`config.mk`:
```
export PLATFORM = sky130hd
export DESIGN_NAME = rounded_rect_hit_test_top
export DESIGN_NICKNAME = d
export VERILOG_FILES = /design/src/design/rrht_pkg.sv /design/src/design/rounded_rect_hit_test_top.sv
export SDC_FILE = /design/constraint.sdc
export NUM_CORES = 2
export LEC_CHECK = 0
export BUFFER_PORTS_ARGS = -buffer_cell sky130_fd_sc_hd__buf_2
export CAP_MARGIN = 10
export CORE_UTILIZATION = 55
export DETAILED_ROUTE_END_ITERATION = 10
export GPL_TIMING_DRIVEN = 1
export MAX_ROUTING_LAYER = met4
export PLACE_DENSITY = 0.79
export SLEW_MARGIN = 20
export SYNTH_ARGS = -nofsm -noshare
export SYNTH_HDL_FRONTEND = slang
export SYNTH_SLANG_ARGS = --single-unit
```
`constraint.sdc`:
```
create_clock -name clk -period 12.4 [get_ports clk]
set_input_delay 0 -clock clk [delete_from_list [all_inputs] [get_ports clk]]
set_output_delay 0 -clock clk [all_outputs]
set_load 0.05 [all_outputs]
```
`src/design/rrht_pkg.sv`:
```
// Package for the rounded rectangle hit test: codes, state type and the arc table.
// No dependencies; used by rounded_rect_hit_test_top by scoped names.
package rrht_pkg;

    localparam int TRIG_FRAC  = 14;
    localparam int ARC_STEPS  = 5;
    localparam int COS_W      = 15;
    localparam int RAD_W      = 12;
    localparam int SIZE_W     = 13;
    localparam int POS_W      = 16;
    localparam int POINT_W    = 16;
    localparam int CFG_IDX_W  = 3;
    localparam int CFG_DATA_W = 16;
    localparam int ARC_PROD_W = RAD_W + COS_W;
    localparam int CENTER_W   = 18;
    localparam int CHUNK_W    = 8;
    localparam int STEP_W     = 3;
    localparam int EDGE_W     = 5;

    localparam logic [STEP_W-1:0] LAST_STEP = 3'd4;
    localparam logic [EDGE_W-1:0] LAST_EDGE = 5'd19;

    // Q1.14 cosine of 0, 22.5, 45, 67.5 and 90 degrees.
    localparam logic [COS_W-1:0] COS_Q14 [ARC_STEPS] =
        '{15'd16384, 15'd15137, 15'd11585, 15'd6270, 15'd0};

    typedef enum logic [CFG_IDX_W-1:0] {
        CFG_POS_X         = 3'd0,
        CFG_POS_Y         = 3'd1,
        CFG_RECT_WIDTH    = 3'd2,
        CFG_RECT_HEIGHT   = 3'd3,
        CFG_CORNER_RADIUS = 3'd4
    } cfg_reg_t;

    typedef enum logic [2:0] {
        ST_IDLE,
        ST_ARC_X,
        ST_ARC_Y,
        ST_VERT,
        ST_DIFF,
        ST_MUL,
        ST_TEST,
        ST_FINISH
    } state_t;

endpackage

```
`src/design/rounded_rect_hit_test_top.sv`:
```
// Rounded rectangle hit test: tests a point against a 20-vertex outline edge by edge.
// Depends on rrht_pkg for codes, the state type and the cosine table.
//
// Channel   Signals                                  Direction
// point     point_valid point_ready point_x point_y  into block
// hit       hit_valid hit_ready inside_res           out of block
// cfg       cfg_valid cfg_ready cfg_index cfg_data   into block, always ready
//
// A result is loaded once every edge has been tested, or earlier when an edge rejects the point.
// The next item can be taken in the cycle after the result is loaded.
// Each edge product is built by the shared signed multiplier, one 8-bit slice per cycle, with
// NCH = ceil((COORD_BITS+FRAC_BITS+1)/8) slices in each second operand.
// While the output register is full and not read, the block waits in its last state.
// Reset clears the configuration registers, the sequencer and the output valid.
module rounded_rect_hit_test_top #(
    parameter int COORD_BITS = 16,
    parameter int FRAC_BITS  = 8
) (
    input  logic                                         clk,
    input  logic                                         rst_n,
    input  logic                                         point_valid,
    output logic                                         point_ready,
    input  logic signed [rrht_pkg::POINT_W-1:0]          point_x,
    input  logic signed [rrht_pkg::POINT_W-1:0]          point_y,
    output logic                                         hit_valid,
    input  logic                                         hit_ready,
    output logic                                         inside_res,
    input  logic                                         cfg_valid,
    output logic                                         cfg_ready,
    input  logic        [rrht_pkg::CFG_IDX_W-1:0]        cfg_index,
    input  logic        [rrht_pkg::CFG_DATA_W-1:0]       cfg_data
);

    localparam int Q_W   = COORD_BITS + FRAC_BITS;
    localparam int D_W   = Q_W + 1;
    localparam int CH    = rrht_pkg::CHUNK_W;
    localparam int NCH   = (D_W + CH - 1) / CH;
    localparam int B_W   = NCH * CH;
    localparam int K_W   = (NCH > 1) ? $clog2(NCH) : 1;
    localparam int ACC_W = 2 * D_W + 2;
    localparam int P_W   = D_W + CH + 1;
    localparam int E_W   = Q_W + 10;
    localparam int C_W   = rrht_pkg::CENTER_W;
    localparam int AT_W  = rrht_pkg::RAD_W + FRAC_BITS + 1;
    localparam int RSH   = rrht_pkg::TRIG_FRAC - FRAC_BITS;
    localparam int AP_W  = rrht_pkg::ARC_PROD_W;
    localparam logic [AP_W-1:0] ARC_HALF = (AP_W'(2) << RSH) >> 2;

    function automatic logic signed [Q_W-1:0] sat_q(input logic signed [E_W-1:0] v);
        logic ovf;
        ovf = !((&v[E_W-1:Q_W-1]) || !(|v[E_W-1:Q_W-1]));
        if (ovf)
        begin
            return v[E_W-1] ? {1'b1, {(Q_W-1){1'b0}}} : {1'b0, {(Q_W-1){1'b1}}};
        end
        return v[Q_W-1:0];
    endfunction

    rrht_pkg::state_t state_reg, state_next;

    logic signed [rrht_pkg::POS_W-1:0] pos_x_reg, pos_y_reg;
    logic [rrht_pkg::SIZE_W-1:0]       rect_width_reg, rect_height_reg;
    logic [rrht_pkg::RAD_W-1:0]        corner_radius_reg;

    logic signed [Q_W-1:0]   px_reg, py_reg, x0_reg, y0_reg, x1_reg, y1_reg;
    logic [1:0]              vc_reg;
    logic [rrht_pkg::STEP_W-1:0] vj_reg;
    logic                    first_reg;
    logic [AT_W-1:0]         ax_reg, ay_reg;
    logic signed [D_W-1:0]   dx_reg, dy_reg;
    logic signed [B_W-1:0]   ex_reg, ey_reg;
    logic [K_W-1:0]          k_reg;
    logic                    phase_reg;
    logic signed [ACC_W-1:0] acc_reg;
    logic [rrht_pkg::EDGE_W-1:0] edge_reg;
    logic                    verdict_reg;
    logic                    hit_valid_reg;
    logic                    inside_res_reg;

    logic                    out_free;
    logic                    load_result;
    logic [rrht_pkg::STEP_W-1:0] ix, iy, arc_idx;
    logic [AP_W-1:0]         arc_prod, arc_round;
    logic [AT_W-1:0]         arc_val;
    logic signed [C_W-1:0]   cx_lo, cx_hi, cy_lo, cy_hi, cx, cy;
    logic                    negx, negy;
    logic signed [E_W-1:0]   ax_ext, ay_ext, vx_full, vy_full;
    logic signed [Q_W-1:0]   vx_sat, vy_sat;
    logic signed [B_W-1:0]   b_src;
    logic [CH-1:0]           chunk_bits;
    logic signed [CH:0]      mul_b;
    logic signed [D_W-1:0]   mul_a;
    logic signed [P_W-1:0]   mul_p;
    logic signed [ACC_W-1:0] acc_base, acc_add;
    logic                    mul_last;

    // Vertex geometry for the vertex at corner vc_reg, step vj_reg.
    always_comb
    begin
        ix      = vc_reg[0] ? (rrht_pkg::LAST_STEP - vj_reg) : vj_reg;
        iy      = rrht_pkg::LAST_STEP - ix;
        arc_idx = (state_reg == rrht_pkg::ST_ARC_X) ? ix : iy;
        arc_prod  = AP_W'(corner_radius_reg) * AP_W'(rrht_pkg::COS_Q14[arc_idx]);
        arc_round = arc_prod + ARC_HALF;
        arc_val   = AT_W'(arc_round >> RSH);

        cx_lo = C_W'(pos_x_reg) + $signed(C_W'(corner_radius_reg));
        cx_hi = C_W'(pos_x_reg) + $signed(C_W'(rect_width_reg))
              - $signed(C_W'(corner_radius_reg));
        cy_lo = C_W'(pos_y_reg) + $signed(C_W'(corner_radius_reg));
        cy_hi = C_W'(pos_y_reg) + $signed(C_W'(rect_height_reg))
              - $signed(C_W'(corner_radius_reg));
        cx    = (vc_reg[0] ^ vc_reg[1]) ? cx_hi : cx_lo;
        cy    = vc_reg[1] ? cy_hi : cy_lo;
        negx  = !(vc_reg[0] ^ vc_reg[1]);
        negy  = !vc_reg[1];

        ax_ext  = $signed(E_W'(ax_reg));
        ay_ext  = $signed(E_W'(ay_reg));
        vx_full = (E_W'(cx) <<< FRAC_BITS) + (negx ? -ax_ext : ax_ext);
        vy_full = (E_W'(cy) <<< FRAC_BITS) + (negy ? -ay_ext : ay_ext);
        vx_sat  = sat_q(vx_full);
        vy_sat  = sat_q(vy_full);
    end

    // Shared multiplier: one signed slice of the second operand per cycle.
    always_comb
    begin
        b_src      = phase_reg ? ex_reg : ey_reg;
        chunk_bits = '0;
        for (int i = 0; i < NCH; i++)
        begin
            if (k_reg == K_W'(i))
            begin
                chunk_bits = b_src[i*CH +: CH];
            end
        end
        mul_b    = {(k_reg == K_W'(NCH - 1)) & chunk_bits[CH-1], chunk_bits};
        mul_a    = phase_reg ? dy_reg : dx_reg;
        mul_p    = mul_a * mul_b;
        acc_base = phase_reg ? acc_reg : (acc_reg <<< CH);
        acc_add  = phase_reg ? -ACC_W'(mul_p) : ACC_W'(mul_p);
        mul_last = phase_reg && (k_reg == '0);
    end

    // Output and handshake controls.
    always_comb
    begin
        point_ready = (state_reg == rrht_pkg::ST_IDLE);
        out_free    = !hit_valid_reg || hit_ready;
        load_result = (state_reg == rrht_pkg::ST_FINISH) && out_free;
        cfg_ready   = 1'b1;
        hit_valid   = hit_valid_reg;
        inside_res  = inside_res_reg;
    end

    // Next state.
    always_comb
    begin
        state_next = state_reg;
        unique case (state_reg)
            rrht_pkg::ST_IDLE:
            begin
                if (point_valid)
                begin
                    state_next = rrht_pkg::ST_ARC_X;
                end
            end
            rrht_pkg::ST_ARC_X:  state_next = rrht_pkg::ST_ARC_Y;
            rrht_pkg::ST_ARC_Y:  state_next = rrht_pkg::ST_VERT;
            rrht_pkg::ST_VERT:
            begin
                state_next = first_reg ? rrht_pkg::ST_ARC_X : rrht_pkg::ST_DIFF;
            end
            rrht_pkg::ST_DIFF:   state_next = rrht_pkg::ST_MUL;
            rrht_pkg::ST_MUL:
            begin
                if (mul_last)
                begin
                    state_next = rrht_pkg::ST_TEST;
                end
            end
            rrht_pkg::ST_TEST:
            begin
                if (acc_reg[ACC_W-1] || (edge_reg == rrht_pkg::LAST_EDGE))
                begin
                    state_next = rrht_pkg::ST_FINISH;
                end
                else
                begin
                    state_next = rrht_pkg::ST_ARC_X;
                end
            end
            rrht_pkg::ST_FINISH:
            begin
                if (out_free)
                begin
                    state_next = rrht_pkg::ST_IDLE;
                end
            end
            default:             state_next = rrht_pkg::ST_IDLE;
        endcase
    end

    // Control registers and configuration.
    always_ff @(posedge clk or negedge rst_n)
    begin
        if (!rst_n)
        begin
            state_reg         <= rrht_pkg::ST_IDLE;
            hit_valid_reg     <= 1'b0;
            pos_x_reg         <= '0;
            pos_y_reg         <= '0;
            rect_width_reg    <= '0;
            rect_height_reg   <= '0;
            corner_radius_reg <= '0;
        end
        else
        begin
            state_reg <= state_next;
            if (load_result)
            begin
                hit_valid_reg <= 1'b1;
            end
            else if (hit_ready)
            begin
                hit_valid_reg <= 1'b0;
            end
            if (cfg_valid)
            begin
                unique case (rrht_pkg::cfg_reg_t'(cfg_index))
                    rrht_pkg::CFG_POS_X:         pos_x_reg <= cfg_data;
                    rrht_pkg::CFG_POS_Y:         pos_y_reg <= cfg_data;
                    rrht_pkg::CFG_RECT_WIDTH:
                        rect_width_reg <= cfg_data[rrht_pkg::SIZE_W-1:0];
                    rrht_pkg::CFG_RECT_HEIGHT:
                        rect_height_reg <= cfg_data[rrht_pkg::SIZE_W-1:0];
                    rrht_pkg::CFG_CORNER_RADIUS:
                        corner_radius_reg <= cfg_data[rrht_pkg::RAD_W-1:0];
                    default:
                    begin
                    end
                endcase
            end
        end
    end

    // Datapath registers.
    always_ff @(posedge clk)
    begin
        case (state_reg)
            rrht_pkg::ST_IDLE:
            begin
                px_reg    <= sat_q(E_W'(point_x) <<< FRAC_BITS);
                py_reg    <= sat_q(E_W'(point_y) <<< FRAC_BITS);
                vc_reg    <= '0;
                vj_reg    <= '0;
                first_reg <= 1'b1;
                edge_reg  <= '0;
            end
            rrht_pkg::ST_ARC_X:
            begin
                ax_reg <= arc_val;
            end
            rrht_pkg::ST_ARC_Y:
            begin
                ay_reg <= arc_val;
            end
            rrht_pkg::ST_VERT:
            begin
                if (first_reg)
                begin
                    x0_reg <= vx_sat;
                    y0_reg <= vy_sat;
                end
                else
                begin
                    x1_reg <= vx_sat;
                    y1_reg <= vy_sat;
                end
                first_reg <= 1'b0;
                if (vj_reg == rrht_pkg::LAST_STEP)
                begin
                    vj_reg <= '0;
                    vc_reg <= vc_reg + 2'd1;
                end
                else
                begin
                    vj_reg <= vj_reg + rrht_pkg::STEP_W'(1);
                end
            end
            rrht_pkg::ST_DIFF:
            begin
                dx_reg    <= D_W'(x1_reg) - D_W'(x0_reg);
                dy_reg    <= D_W'(y1_reg) - D_W'(y0_reg);
                ex_reg    <= B_W'(px_reg) - B_W'(x0_reg);
                ey_reg    <= B_W'(py_reg) - B_W'(y0_reg);
                x0_reg    <= x1_reg;
                y0_reg    <= y1_reg;
                acc_reg   <= '0;
                k_reg     <= K_W'(NCH - 1);
                phase_reg <= 1'b0;
            end
            rrht_pkg::ST_MUL:
            begin
                acc_reg   <= acc_base + acc_add;
                phase_reg <= !phase_reg;
                if (phase_reg)
                begin
                    k_reg <= k_reg - K_W'(1);
                end
            end
            rrht_pkg::ST_TEST:
            begin
                verdict_reg <= !acc_reg[ACC_W-1];
                edge_reg    <= edge_reg + rrht_pkg::EDGE_W'(1);
            end
            rrht_pkg::ST_FINISH:
            begin
                if (out_free)
                begin
                    inside_res_reg <= verdict_reg;
                end
            end
            default:
            begin
            end
        endcase
    end

endmodule

```
# == Yosys cells after proc, flatten, opt, wreduce, memory -nomap -nowiden ==
# Memories as Yosys holds them, arrays and structs flattened.
# Cells that the tools add are included.
# totals
mem_bits_ro,120
register_bits,426
input_bits,56
mem_count,1
output_inout_bits,4
# op_classes
mux,45
n_addsub,23
n_lt_le_gt_ge,1
n_reduce_logical,34
n_eq_ne,22
multipliers,2
bitwise,4
# mem_list
name,words,width,read_ports,rd_ports_with_merged_regs,wr,line_no,text
(name not given),8,15,1,0,0,rounded_rect_hit_test_top.sv:103,arc_prod = AP_W'(corner_radius_reg) * AP_W'(rrht_pkg::COS_Q14[arc_idx]);
# ops
op,count
24-bit two-way mux,8
52-bit two-way mux,2
52-bit one-hot mux with 2 select lines,1
24-bit by 24-bit subtractor with 25-bit output,4
24-bit one-hot mux with 2 select lines,2
26-bit by 34-bit adder with 34-bit output,2
34-bit two-way mux,2
21-bit negation with 34-bit output,2
52-bit adder,1
34-bit negation with 52-bit output,1
18-bit two-way mux,2
17-bit by 13-bit subtractor with 18-bit output,2
16-bit by 13-bit adder with 17-bit output,2
16-bit by 14-bit adder with 17-bit output,2
25-bit by 9-bit multiplier with 34-bit output,1
32-bit two-way mux,1
8-bit two-way mux,4
15-bit two-way mux,2
"27-bit by 6-bit adder with 27-bit output, second input constant",1
12-bit by 15-bit multiplier with 27-bit output,1
25-bit two-way mux,1
3-bit two-way mux,8
3-bit one-hot mux with 8 select lines,1
11-bit AND reduction,2
32 further kinds,76

# == Longest topological paths before layout ==
# depth
ltp_word,11
ltp_mapped,43

# == Least setup slack after synthesis ==
# Ideal clock, no wire load.
# synth_timing
path_type,register to register
start,reg phase_reg
end,"reg acc_reg[45], data pin"
setup_time_ps,260
t_arrival_ps,9696
setup_slack_ps,2443
path_stages_with_launch,37
n_path_buf,6
synth_period_minus_slack_ps,9957
cell_sequence,edfxtp_1 -> clkbuf_1 -> clkbuf_1 -> buf_2 -> buf_2 -> buf_1 -> clkbuf_1 -> mux2_2 -> nand2_1 -> fa_1 -> inv_1 -> fa_1 -> fa_1 -> fa_1 -> fa_1 -> ha_1 -> o21a_1 -> a2111oi_4 -> o21a_4 -> nor3_2 -> or4_4 -> a2111oi_2 -> nand3b_1 -> o21ai_0 -> xnor2_1 -> ha_1 -> a21o_1 -> a21o_1 -> a21oi_1 -> o21ai_0 -> a31oi_1 -> nand2b_1 -> and2_1 -> a41oi_1 -> a21boi_0 -> a21oi_1 -> mux2i_1
# synth_via
elab_chain_cells,11
word_cells_on_any_way,13
# synth_lines
item,line_no,text
"start, declared",rounded_rect_hit_test_top.sv:73,logic phase_reg;
"start signal, assigned",rounded_rect_hit_test_top.sv:307,phase_reg <= !phase_reg;
32-bit two-way mux,rounded_rect_hit_test_top.sv:129,b_src = phase_reg ? ex_reg : ey_reg;
8-bit two-way mux (4 in series),rounded_rect_hit_test_top.sv:133,if (k_reg == K_W'(i))
1-bit AND,rounded_rect_hit_test_top.sv:138,"mul_b = {(k_reg == K_W'(NCH - 1)) & chunk_bits[CH-1], chunk_bits};"
25-bit by 9-bit multiplier with 34-bit output,rounded_rect_hit_test_top.sv:140,mul_p = mul_a * mul_b;
34-bit negation with 52-bit output,rounded_rect_hit_test_top.sv:142,acc_add = phase_reg ? -ACC_W'(mul_p) : ACC_W'(mul_p);
52-bit two-way mux,rounded_rect_hit_test_top.sv:142,
52-bit adder (*),rounded_rect_hit_test_top.sv:306,acc_reg <= acc_base + acc_add;
52-bit one-hot mux with 2 select lines (*),rounded_rect_hit_test_top.sv:251,case (state_reg)
"end signal, assigned",rounded_rect_hit_test_top.sv:306,
"end, declared",rounded_rect_hit_test_top.sv:74,logic signed [ACC_W-1:0] acc_reg;
# Every way passes the cells marked *; elsewhere a longest branch is shown, timed or not.
# A chain may end at the register's enable or synchronous reset.

# == Worst setup path after layout ==
# layout_timing
start,reg phase_reg
end,"reg acc_reg[48], data pin"
# Same word-level chain as after synthesis.

==> out/qor.yml <==
avgRoutedWirePerCell_um: 19.5
dr.first_iter.drc_count: 2885
gp_congestion: 0.980
place_hpwl_um: 90800
worst_slew_pin_slew_ns: 1.09
final_antenna_net_count: 0
cpMostUsedCell: "fa_1"
crit_arrival_ns: 11.39
io_buffer_count: 58
setup-violations-final: 0
placement_rows: 103
reg2reg_depth: 32
hold_path.class: "in -> async"
cts_resized: 0
hold_violations: 0
io_pins: 60
yosysSeqAreaShare: 0.274
synthFlopType: "edfxtp_1"
holdBufCountCts: 58
synth-edff-count: 338
start_kind: "flip-flop"
area_growth_pct: 8.17
async_reset_ff_frac: 0.180
fin_crit_ns: 10.92
cp_max_fo: 112
fp.dieH_um: 284
slew_violations: 0
drc: 0
clock_latency_ns: 0.62
vias: 34500
path_clk_slew_ns: 0.06
status: "finished clean"
maxSlewHeadroom: 0.271
synth_nets: 5510
design.die.area_um2: 80800
end_kind: "flip-flop"
syn_inst: 4686
htree_levels: 2
max_cap_violations: 0
routed_wl_um: 114000
yosysWarningCount: 0
gr-total-overflow: 0
vias_per_cell: 5.91
reg2reg_slack_ns: 1.48
die_x_um: 284
post_cts_buffers: 0
drive_gt1_frac: 0.0692
critPathKind: "reg -> reg"
clk_path_buf_depth: 3
grt_pass1_wl_um: 182000
crit_end: "acc_reg[48]"
largest_reg_flops: 52
synth_cell_types: 102
finalClockSkew_ns: 0.0429
grt_max_degree: 113
track_usage: 0.292
setup_tns_ns: 0
clkSinkCount: 412
num-fill-cells: 6613
cp.required_ns: 12.87
syn_area_um2: 43800
synth.avg_cell_area_um2: 9.36
period_share: 0.881
cts_tree: "done"
layout.cells.most_common: "inv_1"
layout.nets: 5580
crit_path_start: "phase_reg"
grt_pass1_vias: 34200
critPathSlowestCell: "nand2_1"
cts_buffers: 49
rsz0062_at_grt: "false"
slowest_delay_ns: 0.62
ys_seq_elements: 412
clockRootBuffer: "clkbuf_16"
core-area_um2: 78900
r2r-start: "phase_reg"
fmax_mhz: 91.6
layout_common_cells: "523 x inv_1, 480 x nor2_1, 439 x ha_1"
timing.rr.end: "acc_reg[48]"
initial_utilization: 0.556
antenna_found_initial: 2
first_pass_iters: 6
==> Yosys cell counts (all sizes together) (89+ instances only) <==
library cell | n | area, um^2
a21o | 89 | 668
a21oi | 243 | 1220
clkbuf | 108 | 407
edfxtp | 338 | 10100
fa | 329 | 6590
ha | 439 | 5490
inv | 525 | 1970
mux2 | 95 | 1070
nand2 | 376 | 1410
nor2 | 481 | 1810
nor3 | 108 | 562
o21ai | 280 | 1400
xnor2 | 215 | 1890
xor2 | 91 | 797
==> worst max-delay path, delay by kind of cell, from the launching register on <==
kind | cells | cell delay [ns]
adder cells (fa/ha/maj) | 7 | 3.29
buffers and inverters | 2 | 0.57
XOR/XNOR | 1 | 0.12
AND/OR/NAND/NOR | 9 | 2.64
multiplexers | 1 | 0.16
flip-flops | 1 | 0.47
AO/OA/AOI/OAI | 12 | 3.39
==> layout make-up <==
class | count | area (um^2) | area share
multi-input combinational | 3611 | 29400 | 0.620
timing repair buffer | 154 | 1170 | 0.0247
inverter | 528 | 1980 | 0.0418
clock buffer | 57 | 1260 | 0.0265
tap | 1050 | 1310 | 0.0277
clock inverter | 33 | 302 | 0.00636
antenna | 1 | 2.50 | 0.0000528
sequential | 412 | 12000 | 0.253
==> per-layer routing <==
metal / up-vias / part of all wire / track usage
met5: - / 0 / -
met4: 0 / 0.050 / 0.124
met3: 274 / 0.057 / 0.0329
met2: 1126 / 0.49 / 0.489
met1: 16800 / 0.41 / 0.357
li1: 16400 / - / -
==> stage by stage <==
step | setup WS (ns) | instances | utilization | hold WS (ns) | cell area [um^2]
after floorplan | 2.44 | 4686 | - | -0.296 | 43800
after global placement | 1.93 | 5697 | 0.574 | 0.178 | 45300
after detailed placement | 1.66 | 5697 | 0.574 | 0.178 | 45300
after CTS | 1.64 | 5845 | 0.601 | 0.0657 | 47400
after global routing | 0.934 | 5846 | 0.601 | 0.0877 | 47400
final | 1.48 | 5846 | 0.601 | 0.0891 | 47400
==> worst min path at each step <==
stage | endpoint | slack, ns | cells past startpoint
final | rect_width_reg[8] | 0.09 | 2
after floorplan | corner_radius_reg[0] | -0.30 | 0
after global placement | px_reg[15] | 0.18 | 1
after global routing | px_reg[8] | 0.09 | 2
after detailed placement | px_reg[11] | 0.18 | 1
after CTS | px_reg[10] | 0.07 | 2
==> cells by family (layout without fill, tap and decap cells) <==
| logic type | after synthesis | count (layout) | synth area share |
|---|---|---|---|
| adders and majority gates | 768 | 768 | 0.276 |
| AOI/OAI and AO/OA | 1008 | 1008 | 0.149 |
| DFF | 412 | 412 | 0.274 |
| muxes | 142 | 142 | 0.0352 |
| and+or+nand+nor | 1385 | 1385 | 0.147 |
| xor gates and xnor gates | 307 | 307 | 0.0618 |
| other | 1 | 2 | 0.0000855 |
| buffers and inverters | 663 | 772 | 0.0574 |
Power is not shown: default switching activity piles up to over one toggle a cycle in this logic, so the estimate is an artifact.
